$ cat config.mk
export PLATFORM = sky130hd
export DESIGN_NAME = cheat_code_line_engine
export DESIGN_NICKNAME = d
export VERILOG_FILES = /design/src/hw/rtl/cce_pkg.sv /design/src/hw/rtl/cheat_code_line_engine.sv /design/src/hw/rtl/cce_exec.sv
export VERILOG_INCLUDE_DIRS = /design/src /design/src/hw/rtl
export SDC_FILE = /design/constraint.sdc
export NUM_CORES = 1
export LEC_CHECK = 0
export BUFFER_PORTS_ARGS = -buffer_cell sky130_fd_sc_hd__buf_2
export CORE_MARGIN = 3
export CORE_UTILIZATION = 60
export CTS_CLUSTER_DIAMETER = 40
export DETAILED_ROUTE_END_ITERATION = 8
export PLACE_DENSITY = 0.79
export SLEW_MARGIN = 40
export SYNTH_ARGS = -nofsm -noshare
export SYNTH_HDL_FRONTEND = slang
export SYNTH_HIERARCHICAL = 1
export SYNTH_SLANG_ARGS = --single-unit
$ cat constraint.sdc
create_clock -name clock -period 6.6 [get_ports clock]
set_input_delay 1.32 -clock clock [delete_from_list [all_inputs] [get_ports clock]]
set_output_delay 1.32 -clock clock [all_outputs]
set_load 0.03 [all_outputs]
$ cat src/hw/rtl/cheat_code_line_engine_assert.svh
// Assertion macros for the cheat code line engine.
// Included by the RTL files that carry assertions; needs no other file.
`ifndef CHEAT_CODE_LINE_ENGINE_ASSERT_SVH
`define CHEAT_CODE_LINE_ENGINE_ASSERT_SVH
`ifndef SYNTH
// Consequent must hold in the same cycle as the antecedent.
`define CCE_ASSERT_SAME(label, clk, rst, ante, cons) \
   label: assert property (@(posedge clk) disable iff (rst) (ante) |-> (cons)) \
      else $error("cheat code line engine: assertion failed");
// Consequent must hold in the cycle after the antecedent.
`define CCE_ASSERT_NEXT(label, clk, rst, ante, cons) \
   label: assert property (@(posedge clk) disable iff (rst) (ante) |=> (cons)) \
      else $error("cheat code line engine: assertion failed");
`else
`define CCE_ASSERT_SAME(label, clk, rst, ante, cons)
`define CCE_ASSERT_NEXT(label, clk, rst, ante, cons)
`endif
`endif

$ cat src/hw/rtl/cce_pkg.sv
// Shared types, opcodes and helper functions of the cheat code line engine.
// Used by cce_exec and cheat_code_line_engine; depends on nothing else.
package cce_pkg;

   // Opcodes in the top byte of a code word.
   localparam logic [7:0] OP_REPEAT   = 8'h50;
   localparam logic [7:0] OP_EQ_BYTE  = 8'hd0;
   localparam logic [7:0] OP_EQ_HALF  = 8'hd1;
   localparam logic [7:0] OP_NE_BYTE  = 8'hd2;
   localparam logic [7:0] OP_NE_HALF  = 8'hd3;
   localparam logic [7:0] OP_WR_BYTE  = 8'h80;
   localparam logic [7:0] OP_WR_HALF  = 8'h81;
   localparam logic [7:0] OP_BOOT_BYTE = 8'ha0;
   localparam logic [7:0] OP_BOOT_HALF = 8'ha1;

   // Memory size limits.
   localparam logic [24:0] RAM_MAX        = 25'h100_0000;
   localparam logic [24:0] RAM_SIZE_RESET = 25'h080_0000;

   // One input word.
   typedef struct packed {
      logic        kind;
      logic        entry_start;
      logic        boot_phase;
      logic [31:0] code_addr;
      logic [15:0] code_val;
      logic [15:0] mem_value;
   } item_type;

   // One result word.
   typedef struct packed {
      logic        write_valid;
      logic [23:0] write_addr;
      logic        write_half;
      logic [15:0] write_data;
      logic        write_cached;
      logic        more_pending;
   } result_type;

   // True when a byte or halfword at addr lies wholly below the limit.
   function automatic logic fits(input logic [24:0] addr, input logic half,
                                 input logic [24:0] limit);
      logic [25:0] last_end;
      last_end = {1'b0, addr} + (half ? 26'd2 : 26'd1);
      return last_end <= {1'b0, limit};
   endfunction

   // Data cut down to the access size.
   function automatic logic [15:0] size_mask(input logic [15:0] data, input logic half);
      return half ? data : {8'h00, data[7:0]};
   endfunction

   // Build a write result; an out-of-range write has its write fields cleared, more_pending is kept.
   function automatic result_type make_write(input logic [24:0] addr, input logic half,
                                             input logic [15:0] data, input logic cached,
                                             input logic more, input logic [24:0] limit);
      result_type res;
      res = '0;
      if (fits(addr, half, limit)) begin
         res.write_valid  = 1'b1;
         res.write_addr   = addr[23:0];
         res.write_half   = half;
         res.write_data   = size_mask(data, half);
         res.write_cached = cached;
      end
      res.more_pending = more;
      return res;
   endfunction

endpackage

$ cat src/hw/rtl/cheat_code_line_engine.sv
// Top level of the cheat code line engine: stream ports, input and result
// registers, memory size register. Depends on cce_pkg and cce_exec.

// The engine takes one word per clock while the output is not stalled and gives
// exactly one result word for each word taken: the word waits in the input
// register, then makes a single pass through the decode logic of cce_exec into
// the result register. The skip, repeater and run state lives in cce_exec and
// is updated in that same pass, so back-to-back words see each other's effects.
// A code line (tuser 0) that writes in the current phase yields the first write
// of its run; each drain tick (tuser 1) yields the next while more_pending is set.
// Writes that would reach past the memory size are dropped, compare reads see zero.
// The memory size register may only be written while the engine is idle.
module cheat_code_line_engine (
   input  logic        clock,
   input  logic        reset,
   // Input words.
   input  logic        req_tvalid,
   output logic        req_tready,
   input  logic [71:0] req_tdata,  // entry_start, boot_phase, code_addr, code_val, mem_value
   input  logic        req_tuser,  // kind
   // Result words.
   output logic        rsp_tvalid,
   input  logic        rsp_tready,
   output logic [47:0] rsp_tdata,  // write_valid, write_addr, write_half, write_data,
                                   // write_cached, more_pending
   // Memory size register.
   input  logic        csr_wr_en,
   input  logic [24:0] csr_wr_data
);
   import cce_pkg::*;

   logic        in_valid_ff, in_valid_in;
   item_type    in_item_ff;
   logic        rsp_valid_ff, rsp_valid_in;
   result_type  rsp_item_ff;
   logic [24:0] ram_size_ff;
   logic        advance;
   logic        req_fire;
   item_type    req_item;
   result_type  exec_result;

   // Unpack the incoming word.
   assign req_item.kind        = req_tuser;
   assign req_item.entry_start = req_tdata[0];
   assign req_item.boot_phase  = req_tdata[1];
   assign req_item.code_addr   = req_tdata[33:2];
   assign req_item.code_val    = req_tdata[49:34];
   assign req_item.mem_value   = req_tdata[65:50];

   // Handshake: the held word moves on whenever the result register is free.
   assign advance    = in_valid_ff && (!rsp_valid_ff || rsp_tready);
   assign req_tready = !in_valid_ff || advance;
   assign req_fire   = req_tvalid && req_tready;

   assign in_valid_in  = req_fire ? 1'b1 : (advance ? 1'b0 : in_valid_ff);
   assign rsp_valid_in = advance ? 1'b1 : (rsp_tready ? 1'b0 : rsp_valid_ff);

   cce_exec u_exec (
      .clock    (clock),
      .reset    (reset),
      .fire     (advance),
      .item     (in_item_ff),
      .ram_size (ram_size_ff),
      .result   (exec_result)
   );

   // Control and configuration registers.
   always_ff @(posedge clock) begin
      if (reset) begin
         in_valid_ff  <= 1'b0;
         rsp_valid_ff <= 1'b0;
         ram_size_ff  <= RAM_SIZE_RESET;
      end else begin
         in_valid_ff  <= in_valid_in;
         rsp_valid_ff <= rsp_valid_in;
         if (csr_wr_en) begin
            ram_size_ff <= csr_wr_data;
         end
      end
   end

   // Payload registers.
   always_ff @(posedge clock) begin
      if (req_fire) begin
         in_item_ff <= req_item;
      end
      if (advance) begin
         rsp_item_ff <= exec_result;
      end
   end

   // Pack the result word.
   assign rsp_tvalid = rsp_valid_ff;
   assign rsp_tdata  = {4'h0,
                        rsp_item_ff.more_pending,
                        rsp_item_ff.write_cached,
                        rsp_item_ff.write_data,
                        rsp_item_ff.write_half,
                        rsp_item_ff.write_addr,
                        rsp_item_ff.write_valid};

endmodule

$ cat src/hw/rtl/cce_exec.sv
// Execution stage of the cheat code line engine: skip, repeater and run state
// plus the single-pass decode of one word. Depends on cce_pkg and the assert header.
`include "cheat_code_line_engine_assert.svh"

module cce_exec (
   input  logic                clock,
   input  logic                reset,
   input  logic                fire,
   input  cce_pkg::item_type   item,
   input  logic [24:0]         ram_size,
   output cce_pkg::result_type result
);
   import cce_pkg::*;

   logic        skip_ff, skip_in;
   logic [7:0]  repeat_count_ff, repeat_count_in;
   logic [7:0]  addr_step_ff, addr_step_in;
   logic [15:0] value_step_ff, value_step_in;
   logic [24:0] run_addr_ff, run_addr_in;
   logic [15:0] run_value_ff, run_value_in;
   logic [7:0]  run_remaining_ff, run_remaining_in;
   logic        run_half_ff, run_half_in;
   logic        run_cached_ff, run_cached_in;

   logic [24:0] limit;
   logic [7:0]  op;
   logic [24:0] phys;
   logic        is_write;
   logic        half;
   logic        cached;
   logic        boot;
   logic [15:0] mask_val;
   logic        equal;
   logic [7:0]  count;
   logic [7:0]  drain_left;

   // Oversized memory settings act as the full address space.
   assign limit = (ram_size > RAM_MAX) ? RAM_MAX : ram_size;
   assign op    = item.code_addr[31:24];
   assign phys  = {1'b0, item.code_addr[23:0]};

   // Decode of one word against the current state.
   always_comb begin
      skip_in          = skip_ff;
      repeat_count_in  = repeat_count_ff;
      addr_step_in     = addr_step_ff;
      value_step_in    = value_step_ff;
      run_addr_in      = run_addr_ff;
      run_value_in     = run_value_ff;
      run_remaining_in = run_remaining_ff;
      run_half_in      = run_half_ff;
      run_cached_in    = run_cached_ff;
      result           = '0;
      is_write         = 1'b0;
      half             = (op == OP_EQ_HALF) || (op == OP_NE_HALF) ||
                         (op == OP_WR_HALF) || (op == OP_BOOT_HALF);
      cached           = (op == OP_WR_BYTE) || (op == OP_WR_HALF);
      boot             = (op == OP_BOOT_BYTE) || (op == OP_BOOT_HALF);
      mask_val         = size_mask(item.code_val, half);
      // A compare read beyond memory sees zero.
      equal            = ((fits(phys, half, limit) ? size_mask(item.mem_value, half)
                                                   : 16'd0) == mask_val);
      count            = (repeat_count_ff == 8'd0) ? 8'd1 : repeat_count_ff;
      drain_left       = run_remaining_ff - 8'd1;

      if (item.kind) begin
         // Drain tick: emit the next write of the run, if any.
         if (run_remaining_ff != 8'd0) begin
            run_remaining_in = drain_left;
            run_addr_in      = run_addr_ff + {17'd0, addr_step_ff};
            run_value_in     = run_value_ff + value_step_ff;
            result = make_write(run_addr_ff, run_half_ff, run_value_ff, run_cached_ff,
                                drain_left != 8'd0, limit);
         end
      end else begin
         // A code line abandons any run; an entry start clears skip and repeater.
         run_remaining_in = 8'd0;
         if (item.entry_start) begin
            skip_in         = 1'b0;
            repeat_count_in = 8'd0;
            addr_step_in    = 8'd0;
            value_step_in   = 16'd0;
         end
         count = (repeat_count_in == 8'd0) ? 8'd1 : repeat_count_in;

         if (op == OP_REPEAT) begin
            // A skipped repeater line only consumes the skip.
            if (skip_in) begin
               skip_in = 1'b0;
            end else begin
               repeat_count_in = (item.code_addr[15:8] == 8'd0) ? 8'd1
                                                                 : item.code_addr[15:8];
               addr_step_in    = item.code_addr[7:0];
               value_step_in   = item.code_val;
            end
         end else if (skip_in) begin
            skip_in         = 1'b0;
            repeat_count_in = 8'd0;
         end else begin
            repeat_count_in = 8'd0;
            case (op)
               OP_EQ_BYTE, OP_EQ_HALF: begin
                  skip_in = !equal;
               end
               OP_NE_BYTE, OP_NE_HALF: begin
                  skip_in = equal;
               end
               OP_WR_BYTE, OP_WR_HALF, OP_BOOT_BYTE, OP_BOOT_HALF: begin
                  // Only writes of the current phase start a run.
                  if (boot == item.boot_phase) begin
                     is_write         = 1'b1;
                     run_half_in      = half;
                     run_cached_in    = cached;
                     run_addr_in      = phys + {17'd0, addr_step_in};
                     run_value_in     = mask_val + value_step_in;
                     run_remaining_in = count - 8'd1;
                     result = make_write(phys, half, mask_val, cached,
                                         count != 8'd1, limit);
                  end
               end
               default: begin
                  repeat_count_in = 8'd0;
               end
            endcase
         end
      end
   end

   // State registers, updated once per processed word.
   always_ff @(posedge clock) begin
      if (reset) begin
         skip_ff          <= 1'b0;
         repeat_count_ff  <= 8'd0;
         addr_step_ff     <= 8'd0;
         value_step_ff    <= 16'd0;
         run_addr_ff      <= 25'd0;
         run_value_ff     <= 16'd0;
         run_remaining_ff <= 8'd0;
         run_half_ff      <= 1'b0;
         run_cached_ff    <= 1'b0;
      end else if (fire) begin
         skip_ff          <= skip_in;
         repeat_count_ff  <= repeat_count_in;
         addr_step_ff     <= addr_step_in;
         value_step_ff    <= value_step_in;
         run_addr_ff      <= run_addr_in;
         run_value_ff     <= run_value_in;
         run_remaining_ff <= run_remaining_in;
         run_half_ff      <= run_half_in;
         run_cached_ff    <= run_cached_in;
      end
   end

   // A code line that is not a write leaves no run behind.
   `CCE_ASSERT_NEXT(a_line_ends_run, clock, reset, !reset && fire && !item.kind && !is_write, run_remaining_ff == 8'd0)
   // A drain tick on a live run takes exactly one step off it.
   `CCE_ASSERT_NEXT(a_drain_counts, clock, reset, !reset && fire && item.kind && (run_remaining_ff != 8'd0), run_remaining_ff == ($past(run_remaining_ff) - 8'd1))
   // The pending flag of a result matches the run left behind.
   `CCE_ASSERT_NEXT(a_more_matches, clock, reset, !reset && fire, $past(result.more_pending) == (run_remaining_ff != 8'd0))
   // A write that is reported lies inside memory.
   `CCE_ASSERT_SAME(a_write_in_range, clock, reset, fire && result.write_valid, fits({1'b0, result.write_addr}, result.write_half, limit))

endmodule
# Word-level counts from Yosys, hierarchy flattened

Cells that the tools add are included.

Register bits: 222
Latch bits: 0
RAM bits: 0
Bits in read-only memories: 0
Logic and storage cells: 137
Memories: 0

Add/subtract/negate cells: 8
Multiply operators: 0
Divide/modulo/power cells: 0
Order comparisons: 3
Eq/ne operators: 15
Shift-type cells: 0
Mux-type cells: 57
Bitwise logic cells: 3
Reductions and logical operators: 27

Operator list:

| operator                                              | number |
|---|---|
| two-way mux 44 bit                                    | 6 |
| two-way mux 16 bit                                    | 15 |
| two-way mux 25 bit                                    | 7 |
| two-way mux 8 bit                                     | 16 |
| two-way mux 43 bit                                    | 2 |
| == test 8 bit, second input constant                  | 8 |
| <= comparator 26 x 25 -> 1 bit                        | 2 |
| adder 16 bit                                          | 2 |
| adder 24 x 26 -> 26 bit                               | 1 |
| adder 25 x 26 -> 26 bit                               | 1 |
| adder 24 x 8 -> 25 bit                                | 1 |
| adder 25 x 8 -> 25 bit                                | 1 |
| greater-than comparator 25 bit, second input constant | 1 |
| == test 16 bit                                        | 1 |
| zero test 8 bit                                       | 2 |
| nonzero test 8 bit                                    | 2 |
| subtractor 8 x 1 -> 8 bit, second input constant      | 2 |
| AND reduction 6 bit                                   | 2 |
| == test 8 x 7 -> 1 bit, second input constant         | 1 |
| two-way mux 1 bit                                     | 8 |
| inequality test 8 x 1 -> 1 bit, second input constant | 1 |
| nonzero test 2 bit                                    | 4 |
| logical OR 1 bit                                      | 7 |
| two-way mux 2 bit                                     | 2 |
| 10 further kinds                                      | 18 |

# Depth between registers and ports, before layout

Depth in word-level cells: 13
Depth in mapped cells: 24

# Modules after synthesis

The synthesis kept the hierarchy.

By module, submodules not included:

| module                 | times used | cells each | area an instance (um^2) | seq. area each (um^2) |
|---|---|---|---|---|
| cce_exec               | 1          | 1291       | 9380.2                  | 1681.6 |
| cheat_code_line_engine | 1          | 207        | 4362.9                  | 3873.7 |

# Worst setup path before layout

OpenSTA, ideal clock, no wires.

Kind: reg-to-reg
From: register in_item_ff[61] (netlist bit)
To: register u_exec.skip_ff
Arrival time: 5.006 ns
Slack: 1.499 ns
Stages on the path, launching flop included: 24
Cell sequence: edfxtp_1 > inv_1 > and3_1 > nand3_1 > a21boi_1 > inv_1 > ha_1 > fa_1 > nand3_1 > or2_2 > clkbuf_1 > nor2_1 > xor2_1 > ha_1 > nand4_2 > nor3_2 > a222oi_1 > or3b_4 > o21ai_4 > mux2_1 > o21ai_1 > nand4_1 > xnor2_1 > o41ai_2

Cells in the longest elaborated chain, start to end: 13
Elaborated cells between the ends (all ways): 23

Ends and longest elaborated chain:

| element                              | line                         | RTL |
|---|---|---|
| start: declaration                   | cheat_code_line_engine.sv:33 | `item_type in_item_ff;` |
| start signal: assignment             | cheat_code_line_engine.sv:85 | `in_item_ff <= req_item;` |
| == test 8 bit                        | cce_exec.sv:55               | `half = (op == OP_EQ_HALF) \|\| (op == OP_NE_HALF) \|\|` |
| logical OR 1 bit (2 in series)       | cce_exec.sv:55               |  |
| logical OR 1 bit *                   | cce_exec.sv:56               | `(op == OP_WR_HALF) \|\| (op == OP_BOOT_HALF);` |
| net u_exec.half                      | cce_exec.sv:29               | `logic half;` |
| two-way mux 2 bit                    | cce_pkg.sv:44                | `last_end = {1'b0, addr} + (half ? 26'd2 : 26'd1);` |
| adder 24 x 26 -> 26 bit              | cce_pkg.sv:44                |  |
| <= comparator 26 x 25 -> 1 bit       | cce_pkg.sv:45                | `return last_end <= {1'b0, limit};` |
| two-way mux 16 bit                   | cce_exec.sv:61               | `equal = ((fits(phys, half, limit) ? size_mask(item.mem_value, half)` |
| == test 16 bit *                     | cce_exec.sv:62               | `: 16'd0) == mask_val);` |
| zero test 1 bit                      | cce_exec.sv:103              | `skip_in = !equal;` |
| one-hot mux 1 bit (2 select lines) * | cce_exec.sv:101              | `case (op)` |
| two-way mux 1 bit *                  | cce_exec.sv:96               | `end else if (skip_in) begin` |
| two-way mux 1 bit *                  | cce_exec.sv:86               | `if (op == OP_REPEAT) begin` |
| end signal: assignment               | cce_exec.sv:142              | `skip_ff <= skip_in;` |
| end: declaration                     | cce_exec.sv:15               | `logic skip_ff, skip_in;` |

The timed path passes the listed nets; every way through them passes the cells marked *.
A chain may end at the register's enable or synchronous reset.

# Worst setup path in the final report

Same ends and word-level chain as after synthesis.

==> impl_metrics.tcl <==
set metrics [dict create \
    cp_data_required_time_ns 7.01 \
    number_of_nets_with_antenna_violations_after_routing 0 \
    grt_antenna_before_repair 0 \
    post_synth_instance_area_mm2 0.0137 \
    number_of_storage_elements_in_the_synthesis_netlist 222 \
    multi_input_area_mm2 0.00761 \
    power_frac_clock_pct 49.9 \
    die-height_um 157 \
    share_comb_of_total_power_pct 10.1 \
    finalClockSkew_ns 0.0181 \
    unrepaired_setup_endpoints_after_global_routing "false" \
    clockRootBuffer "clkbuf_16" \
    hold_path_depth 2 \
    synth_area_leaders "edfxtp_1 (24%), dfxtp_1 (16%), ha_1 (9.5%)" \
    synthDominantAreaCellType "edfxtp_1" \
    cts_hold_buffers 0 \
    critPathKind "flop to flop" \
    post_drt_wl_per_cell_um 18.8 \
    max_freq_ghz 0.176 \
    postCtsResizedCells 0 \
    min-delay-path-class "flop to flop" \
    floorplan.core_area_mm2 0.0222 \
    period_share_pct 86.2 \
    worst-endpoint-arrival_ns 6.10 \
    non_filler_cell_area_final_mm2 0.0159 \
    number_of_filler_instances_in_the_final_layout 1709 \
    total_die_area_mm2 0.0248 \
    initial_utilization_pct 62.0 \
    post-route-min-period_ns 5.69 \
    synth.avg_cell_area_um2 9.17 \
    power_switching_share_pct 25.6 \
    total_power_divided_by_cell_area_mw_per_mm2 250 \
    antennaDiodeCount 0 \
    fp.dieW_um 157 \
    clkLatencyLatePin_ns 0.51 \
    critical_path_end_type "flop" \
    grt_use_total_pct 28.9 \
    postCtsSetupRepairBufs 0 \
    layout.nets 1832 \
    synth_sequential_area_ratio_pct 40.4 \
    finalCoreUtilization_pct 71.6 \
    wire_length_of_the_first_global_routing_pass_um 57800 \
    fin_worst_hold_slack_ns 0.474 \
    setup_slack_ns 0.908 \
    grt_max_degree 75 \
    clk_pin_slew_ns 0.06 \
    setup_slack_after_placement_ns 1.02 \
    timing.reg2reg.worst_path_depth 22 \
    synth-main-ff-cell "edfxtp_1" \
    signed_area_change_from_the_synthesized_netlist_to_the_final_layout_pct 15.4 \
    clock_sink_count 222 \
    vias_in_the_first_global_route 11600 \
    seq_cell_area_mm2 0.00556 \
    hold_violations 0 \
    number_of_synthesized_flops_with_an_enable_pin 111 \
    cts_max_path_buffers 3 \
    place.port_buffers 142 \
    timing.critical_path.from_type "flop" \
    run_status "complete, no violations" \
    synth-warning-count 6 \
    slew_viol_final 0 \
    placed_cell_area_mm2 0.0146 \
    seq_power_share_pct 40.0 \
    timing.final.setup_violations 0 \
    dr.pass1.iters 5 \
    grt-ovfl-total 0 \
    tritoncts "built" \
    portion_of_synthesized_cell_area_occupied_by_the_leading_cell_type_pct 24.3 \
    distinct_cells_synth 77 \
    num_io_pins 153 \
    numCtsBuffers 36 \
    ys_async_sr_fraction_pct 0 \
    cap_violations 0 \
    row_count 54 \
    htree_levels 2 \
    ratio_of_routed_vias_to_standard_cells 6.17 \
    detailed_place_hpwl_um 25600 \
    globalplace.congestion 0.939 \
    net-switching-power_uw 1010 \
    finalWirelength_um 36200 \
    tns_ns 0 \
    remaining_drc_errors 0 \
    tightestPinTransition_ns 0.818 \
    leakage_uw 0.00659 \
    cp_max_fo 10 \
    vias 11900 \
    vdd_ir_drop_max_mv 0.218 \
    maxSlewHeadroom_pct 45.5 \
    first_iter_violations 1086 \
    post_synth_inst_count 1498 \
    final_layout_size_suffix_gt1_share_pct 15.0 \
    power_report.internal_total_uw 2950 \
]
==> metal layers <==
metal	global-route usage, %	up-vias	part of all wire (%)
met5	0	-	0
met2	47.5	540	46
met1	37.3	5562	41
met3	5.28	104	8.1
li1	-	5668	-
met4	13.3	0	4.2
==> path summary, 6_finish.rpt <==
path                   from        endpoint  slack (ns)
max          in_item_ff[61]  u_exec/skip_ff        0.91
min             in_valid_ff      rsp_tvalid        0.47
max reg2reg  in_item_ff[61]  u_exec/skip_ff        0.91
min reg2reg     in_valid_ff      rsp_tvalid        0.47
==> state kept, by name (all words and copies together), names as in the netlist <==
name / flops
u_exec/addr_step_ff: 8
rsp_tvalid: 1
in_item_ff: 67
u_exec/run_remaining_ff: 8
ram_size_ff: 25
u_exec/repeat_count_ff: 8
u_exec/run_addr_ff: 25
u_exec/run_cached_ff: 1
u_exec/run_value_ff: 16
u_exec/run_half_ff: 1
in_valid_ff: 1
rsp_tdata: 44
u_exec/value_step_ff: 16
u_exec/skip_ff: 1
==> power groups by stage <==
stage	combinational, uW	clock [uW]	sequential, uW
after floorplan	275	0	1600
final	399	1980	1580
after global placement	379	0	1610
after global routing	439	2060	1590
after CTS	394	2010	1580
after detailed placement	391	0	1610
==> layout by cell type (no fill, tap or decap), types with 25 or more instances in the layout <==
cell and n:
nor2_1 168, buf_2 141, nand2_1 139, edfxtp_1 111
dfxtp_1 111, ha_1 104, a21oi_1 75, xnor2_1 69
inv_1 61, o21ai_0 56, nand3_1 50, clkbuf_16 37
a22oi_1 37, a22o_1 35, nor2b_1 33, nor3_1 33
xor2_1 33, mux2i_1 30, a21o_1 25
==> synth_stat cells (8+ instances only) <==
master	count
nor2_1	169
nand2_1	139
dfxtp_1	111
edfxtp_1	111
ha_1	104
a21oi_1	75
xnor2_1	69
inv_1	61
o21ai_0	56
nand3_1	50
clkbuf_1	44
a22oi_1	37
a22o_1	35
nor2b_1	34
nor3_1	33
xor2_1	33
mux2i_1	30
a21o_1	25
a211oi_1	21
buf_2	20
nand4_1	20
nor4_1	18
o21a_1	16
and3_1	15
o21ai_1	14
and2_1	13
o211ai_1	12
or3_1	12
or2_2	8
==> area by class of cell <==
| cell class | instances | share of cell area, % |
|---|---|---|
| tap | 280 | 2.21 |
| clock buffer | 39 | 5.89 |
| sequential | 222 | 35.0 |
| clock inverter | 25 | 2.14 |
| inverter | 63 | 1.49 |
| timing repair buffer | 157 | 5.29 |
| multi-input combinational | 1139 | 48.0 |
==> worst max-delay path, cell delays in order, from the launching register on <==
cell and delay (ns):
edfxtp_1 0.42, inv_1 0.10, and3_1 0.17, nand3_1 0.11, a21boi_1 0.24, inv_1 0.21, ha_1 0.28, fa_1 0.48
nand3_1 0.25, or2_2 0.22, nor2_1 0.08, xor2_1 0.14, ha_1 0.34, nand4_2 0.13, nor3_2 0.06, a222oi_1 0.38
or3b_4 0.46, o21ai_4 0.39, mux2_1 0.36, o21ai_1 0.15, nand4_1 0.20, xnor2_1 0.20, o41ai_2 0.19
==> logic make-up after synthesis <==
logic type,synth area share (%)
multiplexers,2.27
buffers and inverters,4.44
AO/OA/AOI/OAI,17.6
adder cells (fa/ha/maj),10.3
XOR/XNOR,6.50
flip-flops,40.4
other,0.0273
AND/OR/NAND/NOR,18.4
==> per-stage QoR <==
stage	power [uW]	instances
floorplan	1870	1501
global placement	1990	1860
detailed placement	2000	1861
CTS	3980	1925
global route	4090	1925
finish	3960	1925
Note: power is estimated with default switching activity, not from simulation.
